<file path="config.mk">
export PLATFORM = sky130hd
export DESIGN_NAME = lane_line_run_detector
export DESIGN_NICKNAME = d
export VERILOG_FILES = /design/src/rtl/lld_pkg.sv /design/src/rtl/lld_cfg.sv /design/src/rtl/lld_scan.sv /design/src/rtl/lld_steer.sv /design/src/rtl/lane_line_run_detector.sv
export SDC_FILE = /design/constraint.sdc
export NUM_CORES = 1
export LEC_CHECK = 0
export ABC_AREA = 1
export BUFFER_PORTS_ARGS = -buffer_cell sky130_fd_sc_hd__buf_4
export CAP_MARGIN = 20
export CORE_MARGIN = 2
export CORE_UTILIZATION = 45
export DETAILED_ROUTE_END_ITERATION = 10
export PLACE_DENSITY = 0.72
export SLEW_MARGIN = 25
export SYNTH_ARGS = -nofsm -noshare
export SYNTH_HDL_FRONTEND = slang
export SYNTH_SLANG_ARGS = --single-unit
export TNS_END_PERCENT = 50
</file>
<file path="constraint.sdc">
create_clock -name clk_i -period 7.9 [get_ports clk_i]
set_clock_uncertainty 0.2 [all_clocks]
set_input_delay 1.185 -clock clk_i [delete_from_list [all_inputs] [get_ports clk_i]]
set_output_delay 1.185 -clock clk_i [all_outputs]
set_load 0.01 [all_outputs]
</file>
<file path="src/rtl/lld_pkg.sv">
`timescale 1ns / 1ps

package lld_pkg;

  // Field widths fixed by the item format
  localparam int unsigned PIX_W      = 8;
  localparam int unsigned LIM_W      = 11;
  localparam int unsigned POS_W      = 10;
  localparam int unsigned WID_W      = 11;
  localparam int unsigned SUM_W      = 32;
  localparam int unsigned CFG_IDX_W  = 2;
  localparam int unsigned CFG_DATA_W = 11;

  // Register indexes
  localparam logic [CFG_IDX_W-1:0] CFG_BRIGHT_THRESHOLD = 2'd0;
  localparam logic [CFG_IDX_W-1:0] CFG_MIN_LINE_WIDTH   = 2'd1;
  localparam logic [CFG_IDX_W-1:0] CFG_MAX_LINE_WIDTH   = 2'd2;

  // Register reset values
  localparam logic [PIX_W-1:0] BRIGHT_THRESHOLD_RST = 8'd100;
  localparam logic [LIM_W-1:0] MIN_LINE_WIDTH_RST   = 11'd2;
  localparam logic [LIM_W-1:0] MAX_LINE_WIDTH_RST   = 11'd24;

  // Saturation bound of the steering sum
  localparam logic signed [SUM_W-1:0] STEER_LIMIT = 32'sd1073741824;

  typedef struct packed {
    logic [PIX_W-1:0] bright_threshold;
    logic [LIM_W-1:0] min_line_width;
    logic [LIM_W-1:0] max_line_width;
  } cfg_t;

  // Row result as seen on the output, less the steering sum
  typedef struct packed {
    logic [POS_W-1:0] row_number;
    logic             lines_found;
    logic [POS_W-1:0] first_start;
    logic [WID_W-1:0] first_width;
    logic [POS_W-1:0] second_start;
    logic [WID_W-1:0] second_width;
    logic [POS_W-1:0] center_column;
    logic             frame_done;
  } row_res_t;

endpackage

</file>
<file path="src/rtl/lld_cfg.sv">
`timescale 1ns / 1ps

module lld_cfg (
  input  logic                             clk_i,
  input  logic                             rst_ni,
  input  logic                             cfg_valid_i,
  output logic                             cfg_ready_o,
  input  logic [lld_pkg::CFG_IDX_W-1:0]    cfg_index_i,
  input  logic [lld_pkg::CFG_DATA_W-1:0]   cfg_data_i,
  output lld_pkg::cfg_t                    cfg_o
);

  lld_pkg::cfg_t cfg_d, cfg_q;

  // Always take a write
  assign cfg_ready_o = 1'b1;

  // Decode the register index
  always_comb begin
    cfg_d = cfg_q;
    if (cfg_valid_i) begin
      unique case (cfg_index_i)
        lld_pkg::CFG_BRIGHT_THRESHOLD:
          cfg_d.bright_threshold = cfg_data_i[lld_pkg::PIX_W-1:0];
        lld_pkg::CFG_MIN_LINE_WIDTH:
          cfg_d.min_line_width = cfg_data_i[lld_pkg::LIM_W-1:0];
        lld_pkg::CFG_MAX_LINE_WIDTH:
          cfg_d.max_line_width = cfg_data_i[lld_pkg::LIM_W-1:0];
        default: cfg_d = cfg_q;
      endcase
    end
  end

  always_ff @(posedge clk_i or negedge rst_ni) begin
    if (!rst_ni) begin
      cfg_q.bright_threshold <= lld_pkg::BRIGHT_THRESHOLD_RST;
      cfg_q.min_line_width   <= lld_pkg::MIN_LINE_WIDTH_RST;
      cfg_q.max_line_width   <= lld_pkg::MAX_LINE_WIDTH_RST;
    end else begin
      cfg_q <= cfg_d;
    end
  end

  assign cfg_o = cfg_q;

endmodule

</file>
<file path="src/rtl/lld_scan.sv">
`timescale 1ns / 1ps

module lld_scan #(
  parameter int unsigned MAX_COLUMNS = 1024,
  parameter int unsigned MAX_ROWS    = 1024,
  localparam int unsigned COL_W = $clog2(MAX_COLUMNS),
  localparam int unsigned LEN_W = $clog2(MAX_COLUMNS + 1),
  localparam int unsigned ROW_W = (MAX_ROWS > 1) ? $clog2(MAX_ROWS) : 1
) (
  input  logic                       clk_i,
  input  logic                       rst_ni,
  input  lld_pkg::cfg_t              cfg_i,
  input  logic                       in_valid_i,
  output logic                       in_stall_o,
  input  logic [lld_pkg::PIX_W-1:0]  pixel_i,
  input  logic                       row_end_i,
  input  logic                       frame_end_i,
  output logic                       res_valid_o,
  input  logic                       res_ready_i,
  output lld_pkg::row_res_t          res_o,
  output logic [COL_W-1:0]           res_center_o,
  output logic [LEN_W-1:0]           res_row_width_o,
  output logic [ROW_W-1:0]           res_row_o
);

  localparam int unsigned CMP_W = (LEN_W > lld_pkg::LIM_W) ? LEN_W : lld_pkg::LIM_W;
  localparam logic [COL_W-1:0] COL_LAST = COL_W'(MAX_COLUMNS - 1);
  localparam logic [LEN_W-1:0] LEN_MAX  = LEN_W'(MAX_COLUMNS);
  localparam logic [ROW_W-1:0] ROW_LAST = ROW_W'(MAX_ROWS - 1);

  // Input register
  logic                      a_vld_q;
  logic [lld_pkg::PIX_W-1:0] pix_q;
  logic                      row_end_q, frame_end_q;

  // Scan state
  logic [COL_W-1:0] col_q, col_d;
  logic [ROW_W-1:0] row_q, row_d;
  logic             in_run_q, in_run_d;
  logic [COL_W-1:0] run_start_q, run_start_d;
  logic [LEN_W-1:0] run_len_q, run_len_d;
  logic [COL_W-1:0] s0_q, s1_q, s0_d, s1_d;
  logic [LEN_W-1:0] w0_q, w1_q, w0_d, w1_d;

  // Result register
  logic              b_vld_q;
  lld_pkg::row_res_t b_res_q;
  logic [COL_W-1:0]  b_center_q;
  logic [LEN_W-1:0]  b_row_width_q;
  logic [ROW_W-1:0]  b_row_q;

  logic             a_rdy, b_rdy, take, bright, row_done;
  logic [COL_W-1:0] cand_start;
  logic [LEN_W-1:0] cand_len;
  logic             cand_offer, in_limits, pick, replace, found;
  logic [LEN_W-1:0] pick_w;
  logic [COL_W-1:0] ns0, ns1;
  logic [LEN_W-1:0] nw0, nw1;
  logic [COL_W:0]   start_sum;
  logic [COL_W-1:0] center;

  assign b_rdy      = !b_vld_q || res_ready_i;
  assign a_rdy      = !a_vld_q || b_rdy;
  assign in_stall_o = !a_rdy;
  assign take       = a_vld_q && b_rdy;

  assign bright   = pix_q > cfg_i.bright_threshold;
  assign row_done = row_end_q || frame_end_q;

  // Form the run that this pixel leaves behind or extends
  always_comb begin
    if (bright) begin
      if (!in_run_q) begin
        cand_start = col_q;
        cand_len   = LEN_W'(1);
      end else begin
        cand_start = run_start_q;
        cand_len   = (run_len_q < LEN_MAX) ? run_len_q + LEN_W'(1) : run_len_q;
      end
      cand_offer = row_done;
    end else begin
      cand_start = run_start_q;
      cand_len   = run_len_q;
      cand_offer = in_run_q;
    end
  end

  // Offer the run to the narrower slot, slot 0 on a tie
  assign in_limits = (CMP_W'(cand_len) >= CMP_W'(cfg_i.min_line_width)) &&
                     (CMP_W'(cand_len) <= CMP_W'(cfg_i.max_line_width));
  assign pick      = w0_q > w1_q;
  assign pick_w    = pick ? w1_q : w0_q;
  assign replace   = cand_offer && in_limits && (pick_w < cand_len);

  always_comb begin
    ns0 = s0_q;
    nw0 = w0_q;
    ns1 = s1_q;
    nw1 = w1_q;
    if (replace) begin
      if (pick) begin
        ns1 = cand_start;
        nw1 = cand_len;
      end else begin
        ns0 = cand_start;
        nw0 = cand_len;
      end
    end
  end

  assign found     = (nw0 != '0) && (nw1 != '0);
  assign start_sum = {1'b0, ns0} + {1'b0, ns1};
  assign center    = found ? start_sum[COL_W:1] : '0;

  // Next scan state
  always_comb begin
    run_start_d = cand_start;
    if (row_done) begin
      col_d     = '0;
      row_d     = (row_q < ROW_LAST) ? row_q + ROW_W'(1) : row_q;
      in_run_d  = 1'b0;
      run_len_d = '0;
      if (found || frame_end_q) begin
        s0_d = '0;
        s1_d = '0;
        w0_d = '0;
        w1_d = '0;
      end else begin
        s0_d = ns0;
        s1_d = ns1;
        w0_d = nw0;
        w1_d = nw1;
      end
      if (frame_end_q) begin
        row_d       = '0;
        run_start_d = '0;
      end
    end else begin
      col_d     = (col_q < COL_LAST) ? col_q + COL_W'(1) : col_q;
      row_d     = row_q;
      in_run_d  = bright;
      run_len_d = bright ? cand_len : '0;
      s0_d      = ns0;
      s1_d      = ns1;
      w0_d      = nw0;
      w1_d      = nw1;
    end
  end

  // Input register
  always_ff @(posedge clk_i or negedge rst_ni) begin
    if (!rst_ni) begin
      a_vld_q <= 1'b0;
    end else if (a_rdy) begin
      a_vld_q <= in_valid_i;
    end
  end

  always_ff @(posedge clk_i) begin
    if (a_rdy && in_valid_i) begin
      pix_q       <= pixel_i;
      row_end_q   <= row_end_i;
      frame_end_q <= frame_end_i;
    end
  end

  // Advance the scan state on each taken pixel
  always_ff @(posedge clk_i or negedge rst_ni) begin
    if (!rst_ni) begin
      col_q       <= '0;
      row_q       <= '0;
      in_run_q    <= 1'b0;
      run_start_q <= '0;
      run_len_q   <= '0;
      s0_q        <= '0;
      s1_q        <= '0;
      w0_q        <= '0;
      w1_q        <= '0;
    end else if (take) begin
      col_q       <= col_d;
      row_q       <= row_d;
      in_run_q    <= in_run_d;
      run_start_q <= run_start_d;
      run_len_q   <= run_len_d;
      s0_q        <= s0_d;
      s1_q        <= s1_d;
      w0_q        <= w0_d;
      w1_q        <= w1_d;
    end
  end

  // Row result register
  always_ff @(posedge clk_i or negedge rst_ni) begin
    if (!rst_ni) begin
      b_vld_q <= 1'b0;
    end else if (b_rdy) begin
      b_vld_q <= a_vld_q && row_done;
    end
  end

  always_ff @(posedge clk_i) begin
    if (take && row_done) begin
      b_res_q.row_number    <= lld_pkg::POS_W'(row_q);
      b_res_q.lines_found   <= found;
      b_res_q.first_start   <= lld_pkg::POS_W'(ns0);
      b_res_q.first_width   <= lld_pkg::WID_W'(nw0);
      b_res_q.second_start  <= lld_pkg::POS_W'(ns1);
      b_res_q.second_width  <= lld_pkg::WID_W'(nw1);
      b_res_q.center_column <= lld_pkg::POS_W'(center);
      b_res_q.frame_done    <= frame_end_q;
      b_center_q            <= center;
      b_row_width_q         <= LEN_W'(col_q) + LEN_W'(1);
      b_row_q               <= row_q;
    end
  end

  assign res_valid_o     = b_vld_q;
  assign res_o           = b_res_q;
  assign res_center_o    = b_center_q;
  assign res_row_width_o = b_row_width_q;
  assign res_row_o       = b_row_q;

endmodule

</file>
<file path="src/rtl/lld_steer.sv">
`timescale 1ns / 1ps

module lld_steer #(
  parameter int unsigned MAX_COLUMNS = 1024,
  parameter int unsigned MAX_ROWS    = 1024,
  localparam int unsigned COL_W = $clog2(MAX_COLUMNS),
  localparam int unsigned LEN_W = $clog2(MAX_COLUMNS + 1),
  localparam int unsigned ROW_W = (MAX_ROWS > 1) ? $clog2(MAX_ROWS) : 1
) (
  input  logic                              clk_i,
  input  logic                              rst_ni,
  input  logic                              res_valid_i,
  output logic                              res_ready_o,
  input  lld_pkg::row_res_t                 res_i,
  input  logic [COL_W-1:0]                  res_center_i,
  input  logic [LEN_W-1:0]                  res_row_width_i,
  input  logic [ROW_W-1:0]                  res_row_i,
  output logic                              out_valid_o,
  input  logic                              out_stall_i,
  output lld_pkg::row_res_t                 out_res_o,
  output logic signed [lld_pkg::SUM_W-1:0]  steer_sum_o
);

  localparam int unsigned DIFF_W = COL_W + 2;
  localparam int unsigned PROD_W = DIFF_W + ROW_W + 1;
  localparam int unsigned ACC_W  = lld_pkg::SUM_W + 1;
  localparam logic signed [ACC_W-1:0] LIM_POS = ACC_W'(lld_pkg::STEER_LIMIT);
  localparam logic signed [ACC_W-1:0] LIM_NEG = -ACC_W'(lld_pkg::STEER_LIMIT);

  logic                       c_vld_q;
  lld_pkg::row_res_t          c_res_q;
  logic signed [PROD_W-1:0]   term_q;

  logic                             d_vld_q;
  lld_pkg::row_res_t                d_res_q;
  logic signed [lld_pkg::SUM_W-1:0] sum_q;
  logic signed [lld_pkg::SUM_W-1:0] acc_q, acc_d;

  logic                       c_rdy, d_rdy;
  logic signed [DIFF_W-1:0]   diff;
  logic signed [ROW_W:0]      row_s;
  logic signed [PROD_W-1:0]   prod;
  logic signed [ACC_W-1:0]    acc_sum;
  logic signed [lld_pkg::SUM_W-1:0] acc_sat;

  assign d_rdy       = !d_vld_q || !out_stall_i;
  assign c_rdy       = !c_vld_q || d_rdy;
  assign res_ready_o = c_rdy;

  // Form this row's steering term
  assign diff  = $signed({1'b0, res_center_i, 1'b0}) - $signed(DIFF_W'(res_row_width_i));
  assign row_s = $signed({1'b0, res_row_i});
  assign prod  = diff * row_s;

  always_ff @(posedge clk_i or negedge rst_ni) begin
    if (!rst_ni) begin
      c_vld_q <= 1'b0;
    end else if (c_rdy) begin
      c_vld_q <= res_valid_i;
    end
  end

  always_ff @(posedge clk_i) begin
    if (c_rdy && res_valid_i) begin
      c_res_q <= res_i;
      term_q  <= res_i.lines_found ? prod : '0;
    end
  end

  // Accumulate and clamp; drop the sum at frame end
  assign acc_sum = ACC_W'(acc_q) + ACC_W'(term_q);

  always_comb begin
    if (acc_sum > LIM_POS) begin
      acc_sat = lld_pkg::STEER_LIMIT;
    end else if (acc_sum < LIM_NEG) begin
      acc_sat = -lld_pkg::STEER_LIMIT;
    end else begin
      acc_sat = acc_sum[lld_pkg::SUM_W-1:0];
    end
    acc_d = c_res_q.frame_done ? '0 : acc_sat;
  end

  always_ff @(posedge clk_i or negedge rst_ni) begin
    if (!rst_ni) begin
      d_vld_q <= 1'b0;
      acc_q   <= '0;
    end else if (d_rdy) begin
      d_vld_q <= c_vld_q;
      if (c_vld_q) begin
        acc_q <= acc_d;
      end
    end
  end

  always_ff @(posedge clk_i) begin
    if (d_rdy && c_vld_q) begin
      d_res_q <= c_res_q;
      sum_q   <= acc_sat;
    end
  end

  assign out_valid_o = d_vld_q;
  assign out_res_o   = d_res_q;
  assign steer_sum_o = sum_q;

endmodule

</file>
<file path="src/rtl/lane_line_run_detector.sv">
`timescale 1ns / 1ps
// Results pass the input, row result, steering term and output registers. Throughput:
// one pixel per cycle while in_stall_o is low; the scan state (run, slots, counters)
// moves per taken pixel; steering multiply and clamped accumulate take one stage each.
// Reset (asynchronous, active low) clears counters, slots, the steering sum and all
// valid flags, and loads the threshold and width limits with their defaults.
module lane_line_run_detector #(
  parameter int unsigned MAX_COLUMNS = 1024,
  parameter int unsigned MAX_ROWS    = 1024
) (
  input  logic                              clk_i,
  input  logic                              rst_ni,
  input  logic                              cfg_valid_i,
  output logic                              cfg_ready_o,
  input  logic [lld_pkg::CFG_IDX_W-1:0]     cfg_index_i,
  input  logic [lld_pkg::CFG_DATA_W-1:0]    cfg_data_i,
  input  logic                              in_valid_i,
  output logic                              in_stall_o,
  input  logic [lld_pkg::PIX_W-1:0]         pixel_i,
  input  logic                              row_end_i,
  input  logic                              frame_end_i,
  output logic                              out_valid_o,
  input  logic                              out_stall_i,
  output logic [lld_pkg::POS_W-1:0]         row_number_o,
  output logic                              lines_found_o,
  output logic [lld_pkg::POS_W-1:0]         first_start_o,
  output logic [lld_pkg::WID_W-1:0]         first_width_o,
  output logic [lld_pkg::POS_W-1:0]         second_start_o,
  output logic [lld_pkg::WID_W-1:0]         second_width_o,
  output logic [lld_pkg::POS_W-1:0]         center_column_o,
  output logic signed [lld_pkg::SUM_W-1:0]  steer_sum_o,
  output logic                              frame_done_o
);

  localparam int unsigned COL_W = $clog2(MAX_COLUMNS);
  localparam int unsigned LEN_W = $clog2(MAX_COLUMNS + 1);
  localparam int unsigned ROW_W = (MAX_ROWS > 1) ? $clog2(MAX_ROWS) : 1;

  lld_pkg::cfg_t     cfg;
  lld_pkg::row_res_t row_res, out_res;
  logic              res_valid, res_ready;
  logic [COL_W-1:0]  res_center;
  logic [LEN_W-1:0]  res_row_width;
  logic [ROW_W-1:0]  res_row;

  lld_cfg u_cfg (
    .clk_i       (clk_i),
    .rst_ni      (rst_ni),
    .cfg_valid_i (cfg_valid_i),
    .cfg_ready_o (cfg_ready_o),
    .cfg_index_i (cfg_index_i),
    .cfg_data_i  (cfg_data_i),
    .cfg_o       (cfg)
  );

  lld_scan #(
    .MAX_COLUMNS (MAX_COLUMNS),
    .MAX_ROWS    (MAX_ROWS)
  ) u_scan (
    .clk_i           (clk_i),
    .rst_ni          (rst_ni),
    .cfg_i           (cfg),
    .in_valid_i      (in_valid_i),
    .in_stall_o      (in_stall_o),
    .pixel_i         (pixel_i),
    .row_end_i       (row_end_i),
    .frame_end_i     (frame_end_i),
    .res_valid_o     (res_valid),
    .res_ready_i     (res_ready),
    .res_o           (row_res),
    .res_center_o    (res_center),
    .res_row_width_o (res_row_width),
    .res_row_o       (res_row)
  );

  lld_steer #(
    .MAX_COLUMNS (MAX_COLUMNS),
    .MAX_ROWS    (MAX_ROWS)
  ) u_steer (
    .clk_i           (clk_i),
    .rst_ni          (rst_ni),
    .res_valid_i     (res_valid),
    .res_ready_o     (res_ready),
    .res_i           (row_res),
    .res_center_i    (res_center),
    .res_row_width_i (res_row_width),
    .res_row_i       (res_row),
    .out_valid_o     (out_valid_o),
    .out_stall_i     (out_stall_i),
    .out_res_o       (out_res),
    .steer_sum_o     (steer_sum_o)
  );

  // Unpack the result item onto its ports
  assign row_number_o    = out_res.row_number;
  assign lines_found_o   = out_res.lines_found;
  assign first_start_o   = out_res.first_start;
  assign first_width_o   = out_res.first_width;
  assign second_start_o  = out_res.second_start;
  assign second_width_o  = out_res.second_width;
  assign center_column_o = out_res.center_column;
  assign frame_done_o    = out_res.frame_done;

endmodule

</file>
-- After elaboration in Yosys (flattened, before gate mapping)
Index checks and enable logic that the tools add are counted.
- magnitude comparators: 10
- $mul: 1
- equality and inequality tests: 2
- reduce and logical (&&, ||, !) cells: 33
- mux-type cells: 35
- add/sub/neg operators: 7
- operator list (cell ; number):
    10-bit 2-to-1 mux ; 16
    11-bit 2-to-1 mux ; 14
    32-bit 2-to-1 mux ; 3
    32-bit by 23-bit adder with 33-bit output ; 1
    33-bit by 32-bit greater-than comparator with 1-bit output (second input constant) ; 1
    33-bit by 31-bit less-than comparator with 1-bit output (second input constant) ; 1
    12-bit by 11-bit multiplier with 23-bit output ; 1
    11-bit nonzero test ; 2
    10-bit by 1-bit adder with 10-bit output (second input constant) ; 2
    10-bit less-than comparator (second input constant) ; 2
    11-bit by 11-bit subtractor with 12-bit output ; 1
    10-bit by 1-bit adder with 11-bit output (second input constant) ; 1
    10-bit by 10-bit adder with 11-bit output ; 1
    11-bit by 1-bit adder with 11-bit output (second input constant) ; 1
    11-bit >= comparator ; 1
    11-bit greater-than comparator ; 1
    11-bit <= comparator ; 1
    11-bit less-than comparator ; 1
    11-bit less-than comparator (second input constant) ; 1
    1-bit logical AND ; 10
    2-bit AND reduction ; 5
    8-bit greater-than comparator ; 1
    1-bit zero test ; 6
    1-bit logical OR ; 6
    6 further kinds ; 8
- flip-flop bits (word level): 418
- output and inout port bits: 99

-- Depth between registers and ports, before layout
- depth after elaboration: 14
- gate-level depth with buffers: 42

-- Modules after synthesis
Synthesis repeated with hierarchy kept, for this count alone.
- cell total of the unflattened synthesis: 3007
- area total of the unflattened synthesis: 26371.5 µm²
- by module, submodules not included (module ; times used ; area an instance (µm²) ; cells an instance):
    lld_steer ; 1 ; 15342.2 ; 1718
    lld_scan ; 1 ; 9660.5 ; 1151
    lld_cfg ; 1 ; 1368.8 ; 138

-- Least setup slack after synthesis
Ideal clock, no wire load.
- kind: input-to-reg
- from: in out_stall_i
- to: reg u_steer.acc_q[10] (netlist bit)
- buffers on the path: 1
- library setup time: 66 ps
- cell stages on the path: 8
- data required time: 7634 ps
- arrival time: 6895 ps
- slack: 739 ps
- path through: nand2_1 -> inv_1 -> nor2_1 -> inv_1 -> nor2_1 -> clkbuf_1 -> nand3_1 -> nand2_1
- cells in the longest elaborated chain, start to end: 3
- ends and longest elaborated chain (element ; line ; text):
    start: declaration ; lane_line_run_detector.sv:23 ; input logic out_stall_i,
    1-bit zero test ; lld_steer.sv:46 ; assign d_rdy = !d_vld_q || !out_stall_i;
    1-bit logical OR ; lld_steer.sv:46 ;
    2-bit AND reduction (no line) ; - ;
    end signal: assignment ; lld_steer.sv:87 ; acc_q <= '0;
    end signal: assignment ; lld_steer.sv:91 ; acc_q <= acc_d;
    end: declaration ; lld_steer.sv:37 ; logic signed [lld_pkg::SUM_W-1:0] acc_q, acc_d;
No other way between the ends.
A chain may end at the register's enable or synchronous reset.

==> metrics <==
r2r setup slk=0.54 ns; Post-Syn Area=between 20,000 and 30,000 µm²; CORE AREA=around 55,000 µm²; fillcell total=5,083; GRT Util Overall=0.198; Worst-Margin Slew=0.980 ns; WHS Path Cells=0; Final Cell Area=28,600 µm²; first-pass GRT wire length=90.6 mm; Period minus WS final=7.36 ns; count leader, synth=nand2_1; row count=86; CTS tree=built; final WL=56.0 mm; grt ovf=0; total number of vias=roughly 18,000; Reg area=11,800 µm²; Slew HR=0.346; Vias/cell=4.99; total negative slack=0 ns; Post-Synthesis Cells=about 2,700; vias in the first global route=18,000; die span in y=roughly 240 µm; Synth top area share=0.321; HP Class=reg2reg; Area contributors post-synth=edfxtp_1, dfrtp_1, nand2_1; input/output buffers=125; crit-path max cell delay=approximately 0.76 ns; layout cell share with drive strength beyond 1=0.0956; # diodes=0; Max Fclk=0.136 GHz; H-tree levels=2; Final Hold Viols=0; Seq cells post-synth=418; worst-path fanout max=5; Hold Path Sink=u_steer.out_res_o[49]; Critical Path AT=7.47 ns; cell taking the most area after synthesis=edfxtp_1; Initial Util=0.456; WS Path Type=reg2reg; Initial DRT Pass Iterations=6; asr flop ratio synth=0.359; CTS Buf Count=45; crit share post-route=0.932; Slew Viols, Final=0; Die Wd=roughly 240 µm; Netlist cell types=between 50 and 60; crit path launch type=register; DRC Markers=0; RePlAce Congestion=0.925; post-synthesis sequential area ratio=0.470; area delta synth->final=13.8%; clk slew on worst S/H paths=0.06 ns; Commonest cells post-synth=nand2_1, inv_1, edfxtp_1; top_reg_cell synth=edfxtp_1; IO Pins=127; Root Buffer=clkbuf_16; status=completed; RSZ-0062 raised after global routing=false; DRT iter0 DRCs=between 1,000 and 1,500; post-synthesis net count=around 3,000; Reg2Reg Depth=36; WP data required=8.01 ns; clk_lat worst skew=0.60 ns; synthesized area per cell=9.17 µm²; Crit-path slowest cell=fa_1; final hold slack=0.216 ns; Longest Clk Path Bufs=3; endpoints failing setup=0; worst r2r src=u_scan.res_o[2]; Routed WL per cell=15.3 µm; initial antenna violation count=0; remaining antenna violation count after routing=0; reg2reg end=u_steer.term_q[22]; Post-DP HPWL=41.1 mm; synth warn=0; most frequent CP cell=nand2_1; capturing element type of the critical path=register; max_cap viols=0; min-delay src=u_steer.c_res_q[49]; placed inst area=26,900 µm²; largest net degree at the start of global routing=97; EDFF count, synth=about 270; CTS Hold Bufs=0; TritonCTS Sinks=418; area of the multi-input gates=11,200 µm²; Nets=3,175; Die ar.=57,700 µm²
-- state kept, by name, indices dropped and copies added, names as in the netlist, 11 cells and up --
signal	cells
u_scan.run_len_q	11
u_steer.steer_sum_o	32
u_cfg.cfg_o	30
u_scan.w1_q	11
u_steer.term_q	23
u_steer.acc_q	32
u_steer.c_res_q	64
u_scan.res_row_width_o	11
u_steer.out_res_o	64
u_scan.res_o	64
u_scan.w0_q	11
-- layout make-up --
cell class	instances	area share
inverter	488	0.0642
multi-input combinational	1767	0.392
clock buffer	57	0.0436
tap	748	0.0328
sequential	418	0.413
clock inverter	26	0.0127
timing repair buffer	153	0.0413
-- cell usage in the layout (no fill, tap or decap), types with 6 or more instances in the layout --
master and instances:
nor3_1 17, o21bai_1 6, nand2_2 11, clkbuf_16 46
inv_1 474, xor2_1 34, nand2_1 634, nand3_1 152
nand4_1 16, fa_1 116, o21a_1 9, clkinv_2 11
a21oi_1 132, bufinv_16 7, nor2_1 214, dfrtp_1 144
or2_2 8, ha_1 157, buf_4 149, a31oi_1 9
o21ai_0 158, a21boi_0 10, xnor2_1 18, o22ai_1 17
edfxtp_1 268, dfstp_2 6, clkinv_1 8
-- worst max-delay path by stage --
stage                               endpoint  cells after the start            start  slack, ns
after global routing      u_steer.term_q[21]                     37  u_scan.res_o[1]       0.03
after global placement    u_steer.term_q[22]                     40  u_scan.res_o[2]       0.45
after floorplan            u_steer.acc_q[10]                      8      out_stall_i       0.74
final                     u_steer.term_q[22]                     36  u_scan.res_o[2]       0.54
after detailed placement  u_steer.term_q[22]                     40  u_scan.res_o[2]       0.35
after CTS                 u_steer.term_q[22]                     40  u_scan.res_o[2]       0.33
-- layer usage --
layer  up-vias  wire length [µm]  global-route usage
li1       9088                 -                   -
met1      8661             24200               0.257
met2       424             27300               0.339
met3        80              2890              0.0293
met4         0              1580              0.0653
met5         -                 0                   0
-- stage by stage --
| stage | std cells | util | setup slack [ns] |
|---|---|---|---|
| 2_1_floorplan | 2738 | - | 0.739 |
| 3_3_place_gp | 3572 | 0.488 | 0.451 |
| 3_5_place_dp | 3572 | 0.488 | 0.348 |
| 4_1_cts | 3655 | 0.518 | 0.331 |
| 5_1_grt | 3657 | 0.519 | 0.0316 |
| 6_report | 3657 | 0.519 | 0.539 |
-- cells by family after synthesis --
| kind of cell | share of synthesized area |
|---|---|
| buffers and inverters | 0.0853 |
| adder cells (fa/ha/maj) | 0.171 |
| XOR/XNOR | 0.0181 |
| flip-flops | 0.470 |
| AND/OR/NAND/NOR | 0.176 |
| other | 0.000149 |
| AO/OA/AOI/OAI | 0.0789 |
-- worst max-delay path, delay by kind of cell, from the launching register on --
kind	cells	cell delay [ns]
flops	1	0.43
buf+inv	3	0.18
xor+xnor	1	0.16
compound gates	7	0.92
fa+ha+maj	7	3.42
simple gates	18	1.78
-- repair_timing --
item,4_1_cts,5_1_grt
setup buffers,0,1
endpoints found under the setup margin,0,3
gates resized for setup,0,6
Power is left out: the tool's default activity adds up to more than one toggle a clock period on the data nets, which glitch-free logic cannot reach.
